File: config.mk
export PLATFORM = sky130hd
export DESIGN_NAME = first_unique_char_finder_core
export DESIGN_NICKNAME = d
export VERILOG_FILES = /design/src/sv/fuc_pkg.sv /design/src/sv/first_unique_char_finder_core.sv
export SDC_FILE = /design/constraint.sdc
export NUM_CORES = 2
export LEC_CHECK = 0
export BUFFER_PORTS_ARGS = -buffer_cell sky130_fd_sc_hd__buf_2
export CORE_MARGIN = 5
export CORE_UTILIZATION = 30
export CTS_CLUSTER_DIAMETER = 80
export CTS_CLUSTER_SIZE = 14
export DETAILED_ROUTE_END_ITERATION = 8
export HOLD_SLACK_MARGIN = 0.05
export SYNTH_ARGS = -nofsm -noshare
export SYNTH_HDL_FRONTEND = slang
export SYNTH_SLANG_ARGS = --single-unit
File: constraint.sdc
create_clock -name i_clk -period 20.4 [get_ports i_clk]
set_clock_uncertainty 0.15 [all_clocks]
set_input_delay 4.08 -clock i_clk [delete_from_list [all_inputs] [get_ports i_clk]]
set_output_delay 4.08 -clock i_clk [all_outputs]
set_load 0.1 [all_outputs]
File: src/sv/fuc_pkg.sv
// fuc_pkg: shared types and constants for the first unique character finder
// no dependencies

package fuc_pkg;

    localparam int CHAR_W = 8;
    localparam int POS_W  = 6;
    localparam int SEEN_W = 2;
    localparam int ALPHABET = 1 << CHAR_W;

    typedef logic [CHAR_W-1:0] t_char;
    typedef logic [POS_W-1:0]  t_pos;
    typedef logic [SEEN_W-1:0] t_seen;

    // occurrence count codes, saturating at "two or more"
    localparam t_seen SEEN_NONE = 2'd0;
    localparam t_seen SEEN_ONCE = 2'd1;
    localparam t_seen SEEN_MANY = 2'd2;

endpackage

File: src/sv/first_unique_char_finder_core.sv
// first_unique_char_finder_core: reports the index of the first byte value
// that occurs exactly once in a string; depends on fuc_pkg

// Bytes of a string are taken one per cycle while the block is idle, each
// appended to a string memory of CAPACITY entries, and the per-value
// occurrence count in a 256-entry count memory is updated by a one-stage
// read-modify-write with forwarding, so equal consecutive bytes count
// correctly. Bytes beyond CAPACITY are dropped and flagged as overflow.
// After the transaction marked last, the block scans the stored string in a
// two-read pipeline (string memory, then count memory) and stops at the first
// byte whose count is one or at the end of the stored string; input is
// accepted again as soon as the result enters the output register.
// Counts are cleared at once through per-entry valid bits when the result
// is loaded, so no clearing pass is needed. Position carries the low six
// bits of the index when CAPACITY exceeds 64.

module first_unique_char_finder_core #(
    parameter int CAPACITY = 64
) (
    input  logic                 i_clk,
    input  logic                 i_rst_n,
    input  logic                 i_valid,
    output logic                 o_ready,
    input  fuc_pkg::t_char       i_character,
    input  logic                 i_last,
    output logic                 o_valid,
    input  logic                 i_ready,
    output fuc_pkg::t_pos        o_position,
    output logic                 o_found,
    output logic                 o_overflow
);

    localparam int KW = (CAPACITY > 1) ? $clog2(CAPACITY) : 1;
    localparam int TW = $clog2(CAPACITY + 1);

    typedef enum logic [1:0] {
        ST_IDLE,
        ST_SCAN,
        ST_DRAIN
    } t_state;

    t_state r_state;

    // string memory and occurrence count memory
    fuc_pkg::t_char r_cmem [CAPACITY];
    fuc_pkg::t_seen r_smem [fuc_pkg::ALPHABET];
    logic [fuc_pkg::ALPHABET-1:0] r_vbit;

    logic [TW-1:0]  r_total;
    logic           r_dropped;

    // count update stage
    logic           r_s1_vld;
    fuc_pkg::t_char r_s1_ch;
    logic           r_fw_vld;
    fuc_pkg::t_char r_fw_ch;
    fuc_pkg::t_seen r_fw_cnt;

    // count memory read data
    fuc_pkg::t_seen r_rd;
    logic           r_rd_vld;

    // scan pipeline
    logic [KW-1:0]  r_k;
    logic           r_issue;
    logic           r_p1_vld;
    logic [KW-1:0]  r_p1_idx;
    fuc_pkg::t_char r_cdata;
    logic           r_p2_vld;
    logic [KW-1:0]  r_p2_idx;

    // pending result and output register
    fuc_pkg::t_pos  r_res_pos;
    logic           r_res_found;
    logic           r_o_valid;
    fuc_pkg::t_pos  r_o_position;
    logic           r_o_found;
    logic           r_o_overflow;

    logic           in_acc;
    logic           has_room;
    logic [TW-1:0]  total_m1;
    fuc_pkg::t_char rd_addr;
    fuc_pkg::t_seen old_cnt;
    fuc_pkg::t_seen n_cnt;
    logic           scan_hit;
    logic           scan_end;
    logic           out_free;

    assign o_ready    = (r_state == ST_IDLE);
    assign in_acc     = i_valid && o_ready;
    assign has_room   = (r_total < TW'(CAPACITY));
    assign total_m1   = r_total - TW'(1);
    assign rd_addr    = (r_state == ST_IDLE) ? i_character : r_cdata;
    assign out_free   = !r_o_valid || i_ready;

    assign o_valid    = r_o_valid;
    assign o_position = r_o_position;
    assign o_found    = r_o_found;
    assign o_overflow = r_o_overflow;

    always_comb begin
        if (r_fw_vld && (r_fw_ch == r_s1_ch)) begin
            old_cnt = r_fw_cnt;
        end else if (r_rd_vld) begin
            old_cnt = r_rd;
        end else begin
            old_cnt = fuc_pkg::SEEN_NONE;
        end
        if (old_cnt >= fuc_pkg::SEEN_MANY) begin
            n_cnt = fuc_pkg::SEEN_MANY;
        end else begin
            n_cnt = old_cnt + fuc_pkg::SEEN_ONCE;
        end
    end

    assign scan_hit = r_p2_vld && r_rd_vld && (r_rd == fuc_pkg::SEEN_ONCE);
    assign scan_end = r_p2_vld && (TW'(r_p2_idx) == total_m1);

    // string memory: append port and scan read port
    always_ff @(posedge i_clk) begin
        if (in_acc && has_room) begin
            r_cmem[r_total[KW-1:0]] <= i_character;
        end
        r_cdata <= r_cmem[r_k];
    end

    // count memory: update write port and shared read port
    always_ff @(posedge i_clk) begin
        if (r_s1_vld) begin
            r_smem[r_s1_ch] <= n_cnt;
        end
        r_rd <= r_smem[rd_addr];
    end

    always_ff @(posedge i_clk) begin
        if (!i_rst_n) begin
            r_state   <= ST_IDLE;
            r_vbit    <= '0;
            r_total   <= '0;
            r_dropped <= 1'b0;
            r_s1_vld  <= 1'b0;
            r_fw_vld  <= 1'b0;
            r_rd_vld  <= 1'b0;
            r_k       <= '0;
            r_issue   <= 1'b0;
            r_p1_vld  <= 1'b0;
            r_p2_vld  <= 1'b0;
            r_o_valid <= 1'b0;
        end else begin
            r_rd_vld <= r_vbit[rd_addr];
            r_s1_vld <= in_acc && has_room;
            r_s1_ch  <= i_character;
            r_fw_vld <= r_s1_vld;
            r_fw_ch  <= r_s1_ch;
            r_fw_cnt <= n_cnt;
            if (r_s1_vld) begin
                r_vbit[r_s1_ch] <= 1'b1;
            end

            r_p1_vld <= (r_state == ST_SCAN) && r_issue;
            r_p1_idx <= r_k;
            r_p2_vld <= (r_state == ST_SCAN) && r_p1_vld;
            r_p2_idx <= r_p1_idx;

            // in drain an accepted result is replaced by the next one below
            if (r_o_valid && i_ready && (r_state != ST_DRAIN)) begin
                r_o_valid <= 1'b0;
            end

            case (r_state)
                ST_IDLE: begin
                    if (in_acc) begin
                        if (has_room) begin
                            r_total <= r_total + TW'(1);
                        end else begin
                            r_dropped <= 1'b1;
                        end
                        if (i_last) begin
                            r_k     <= '0;
                            r_issue <= 1'b1;
                            r_state <= ST_SCAN;
                        end
                    end
                end
                ST_SCAN: begin
                    if (scan_hit || scan_end) begin
                        r_res_found <= scan_hit;
                        r_res_pos   <= scan_hit ? fuc_pkg::POS_W'(r_p2_idx) : '0;
                        r_issue     <= 1'b0;
                        r_state     <= ST_DRAIN;
                    end else if (r_issue) begin
                        if (TW'(r_k) == total_m1) begin
                            r_issue <= 1'b0;
                        end else begin
                            r_k <= r_k + KW'(1);
                        end
                    end
                end
                ST_DRAIN: begin
                    if (out_free) begin
                        r_o_valid    <= 1'b1;
                        r_o_position <= r_res_pos;
                        r_o_found    <= r_res_found;
                        r_o_overflow <= r_dropped;
                        r_vbit       <= '0;
                        r_total      <= '0;
                        r_dropped    <= 1'b0;
                        r_state      <= ST_IDLE;
                    end
                end
                default: begin
                    r_state <= ST_IDLE;
                end
            endcase
        end
    end

`ifndef NO_ASSERTIONS
    a_total_in_range: assert property (@(posedge i_clk) disable iff (!i_rst_n)
        r_total <= TW'(CAPACITY))
        else $error("string length beyond capacity");

    a_last_starts_scan: assert property (@(posedge i_clk) disable iff (!i_rst_n)
        (in_acc && i_last) |=> (r_state == ST_SCAN))
        else $error("last transaction did not start the scan");

    a_result_from_drain: assert property (@(posedge i_clk) disable iff (!i_rst_n)
        $rose(r_o_valid) |-> $past(r_state == ST_DRAIN))
        else $error("result loaded outside drain");

    a_no_update_in_scan: assert property (@(posedge i_clk) disable iff (!i_rst_n)
        r_p2_vld |-> !r_s1_vld)
        else $error("count update overlaps scan read");
`endif

endmodule

==> summary.md <==
| Metric | Value |
|---|---|
| Status | `finished, final reports clean` |
| Via count | `32117` |
| DRC | `0` |
| Max Cap Viol | `0` |
| Detailed placer's ending HPWL | `84120 um` |
| Layout cells sized above 1 | `11.12%` |
| Synth-to-Final Area Change | `10.43%` |
| Drt first-iter violations | `3783` |
| Via/cell ratio | `5.144` |
| Postcts setup bufs | `0` |
| Met1 usage | `20.42%` |
| Mapped Cells | `3863` |
| Pwr Total | `5459 uW` |
| Fmax | `0.1233 GHz` |
| Leak | `0.01842 uW` |
| Least-Margin Pin Slew | `1.254 ns` |
| M3 GR Usage | `2.854%` |
| Worst Setup Start Kind | `input pin` |
| Die Height | `433.6 um` |
| CP endpoint kind | `flip-flop` |
| TritonCTS Buffers | `107` |
| Rows | `155` |
| GRT met2 Usage | `23.96%` |
| Antenna-violating nets left | `0` |
| CP Cell Sequence | `buf_2 > or3b_1 > nand2_8 > buf_4 > buf_4 > mux2i_1 > a32oi_1 > a31oi_1 > a2111oi_0 > buf_4 > nor4bb_1 > or4_1` |
| Post-synth ARST share | `0%` |
| Clock Root Buffer | `clkbuf_16` |
| RD Place Congestion | `0.8307` |
| Vias in the first global route | `31508` |
| Library cells used by synthesis | `78` |
| Starting Density | `30.17%` |
| Ys flop type | `edfxtp_1` |
| Maximum VDD drop | `0.06735 mV` |
| H-tree depth | `3` |
| First-pass GRT wire length | `209500 um` |
| Fillers | `17333` |
| Pwr/cell area | `91.84 nW/um^2` |
| Crit path arrival time | `8.61 ns` |
| Final setup vio count | `0` |
| Post_cts resized | `0` |
| Register area share after synthesis | `70.38%` |
| CP dominant cell by count | `buf_4` |
| RSZ-0062 raised after global routing | `no` |
| Final nets | `3831` |
| Min cycle time layout | `8.108 ns` |
| Worst path slowest cell | `a2111oi_0` |
| Gr busiest metal | `met2` |
| Max Buffers Root-to-Sink | `3` |
| Initial antenna violation count | `4` |
| Synth Cell Area | `53830 sq um` |
| Number of flops mapped to enable cells by yosys | `1069` |
| Worst-path clk slew | `0.07 ns` |
| Total wire length | `141500 um` |
| Full die area | `188000 sq um` |
| Storage cell area | `37900 sq um` |
| Max-slew violations | `0` |
| Setup_tns | `0 ns` |
| CP Class | `in2reg` |
| Clock insertion delay at the later pin of the skew report | `0.72 ns` |
| Overall global routing resource usage | `14.75%` |
| Final hold vios | `0` |
| Final period util | `39.75%` |
| Hold-fix buffers at CTS | `0` |
| Largest net degree at the start of global routing | `131` |
| WP data required | `20.90 ns` |
| Wire per inst | `22.66 um` |
| I/O pins | `23` |
| Syn Nets | `3879` |
| R2R setup slack | `15.00 ns` |
| Footprint of the multi-input gates | `14880 sq um` |
| Synth Register Bits | `1358` |
| IO Port Bufs | `22` |
| Total iterations of the first detailed-routing run | `5` |
| HP Class | `reg2reg` |
| CTS tree | `done` |
| Slew headroom | `15.84%` |
| Crit Path Max Fanout | `58` |
| DIE WIDTH | `433.6 um` |
| Clk sinks | `1358` |
| Max stage delay on crit path | `0.95 ns` |
| CORE AREA | `178400 sq um` |
| Syn_area_per_cell | `13.93 sq um` |
| Total grt overflow | `0` |
| Synth warn | `0` |
-- worst max-delay path: cells and delay by family --
family	cells	cell delay, ns
mux	1	0.17
compound gates	3	1.27
buf+inv	4	1.70
simple gates	4	1.30
-- power by group --
group	total, uW	internal (uW)	switching, uW
sequential	3060	3040	16.6
combinational	456	124	333
clock	1940	990	952
total	5460	4160	1300
-- path summary, 6_finish.rpt --
kind | from | depth (start not counted) | end
worst min register to register | r_res_pos[0] | 0 | o_position[0]
worst max register to register | r_state[1] | 8 | r_rd[0]
worst min-delay path | r_res_pos[0] | 0 | o_position[0]
worst max-delay path | i_character[0] | 12 | r_rd[0]
-- layout by cell type (no fill, tap or decap), types with 51 or more instances in the layout --
cell type / synthesis / routed
a31oi_1: 51 / 51
a32oi_1: 73 / 73
buf_4: 16 / 61
clkbuf_1: 128 / 63
clkbuf_16: 0 / 109
dfxtp_1: 289 / 285
edfxtp_1: 1069 / 1069
mux2i_1: 125 / 124
mux4_2: 181 / 181
nand2_1: 410 / 404
nand3_1: 71 / 71
nor2_1: 885 / 880
-- area by class of cell --
| class | instances | share of cell area (%) |
|---|---|---|
| diodes | 4 | 0.01684 |
| flip-flops and latches | 1358 | 63.75 |
| well taps | 2355 | 4.957 |
| multi-input cells | 2249 | 25.03 |
| clock inverters | 7 | 0.1263 |
| inverters | 12 | 0.08420 |
| repair buffers | 87 | 1.048 |
| clock buffers | 172 | 4.987 |
-- cell families (layout without fill, tap and decap cells) --
logic type / Yosys count / in the layout / share of synthesized area [%]
and+or+nand+nor: 1546 / 1546 / 11.90
muxes: 313 / 313 / 10.04
DFF: 1358 / 1358 / 70.38
adders and majority gates: 3 / 3 / 0.06974
buffers and inverters: 256 / 278 / 2.192
AOI/OAI and AO/OA: 365 / 365 / 5.025
other: 0 / 4 / 0
xor gates and xnor gates: 22 / 22 / 0.3835
-- routing by layer --
metal  wire length [um]  share of wire [%]
met1              59700                 42
met2              66500                 47
met3              11700                8.3
met4               3558                2.5
met5                 27              0.019
-- state kept, by name (all words and copies together) (netlist names), 2 cells and up --
name,count
r_k,6
o_position,6
r_p2_idx,6
r_res_pos,6
r_smem,512
r_fw_cnt,2
r_fw_ch,8
r_state,2
r_cmem,512
r_cdata,8
r_vbit,256
r_total,7
r_rd,2
r_s1_ch,8
r_p1_idx,6
-- cell usage after synthesis, types with 8 or more instances --
library cell  instances  area share [%]
dfxtp_1             289              11
xor2_1               16            0.26
a311oi_1              8            0.13
buf_6                11            0.23
mux4_2              181             7.6
nand4_1              35            0.41
a21oi_1              29            0.27
o211ai_1              8            0.11
clkbuf_1            128            0.89
o21ai_0              51            0.47
buf_1                28            0.20
a32oi_1              73             1.2
a211oi_1             39            0.54
a2111oi_0            15            0.24
a31oi_1              51            0.59
a221oi_1             13            0.21
and2_1               11            0.13
edfxtp_1           1069              60
nor3_1               19            0.18
o21a_1                8            0.11
inv_1                12           0.084
and3_1               48            0.56
nand2b_1             13            0.15
nand2_1             410             2.9
o22ai_1              10            0.12
o21bai_1             10            0.14
buf_2                61            0.57
buf_4                16            0.22
mux2i_1             125             2.3
nor2_1              885             6.2
nand3_1              71            0.66
-- metrics by stage --
stage / util, % / setup WS [ns] / hold WS [ns] / instance area (sq um) / instances
global placement: 31.60 / 11.09 / 0.2516 / 56380 / 6059
finish: 33.32 / 12.29 / 0.2702 / 59440 / 6244
CTS: 33.31 / 12.27 / 0.2723 / 59430 / 6240
global route: 33.31 / 12.07 / 0.2832 / 59430 / 6240
floorplan: - / 5.208 / 0.2503 / 53830 / 3863
detailed placement: 31.61 / 11.53 / 0.2556 / 56390 / 6061
Note: power is estimated with default switching activity, not from simulation.
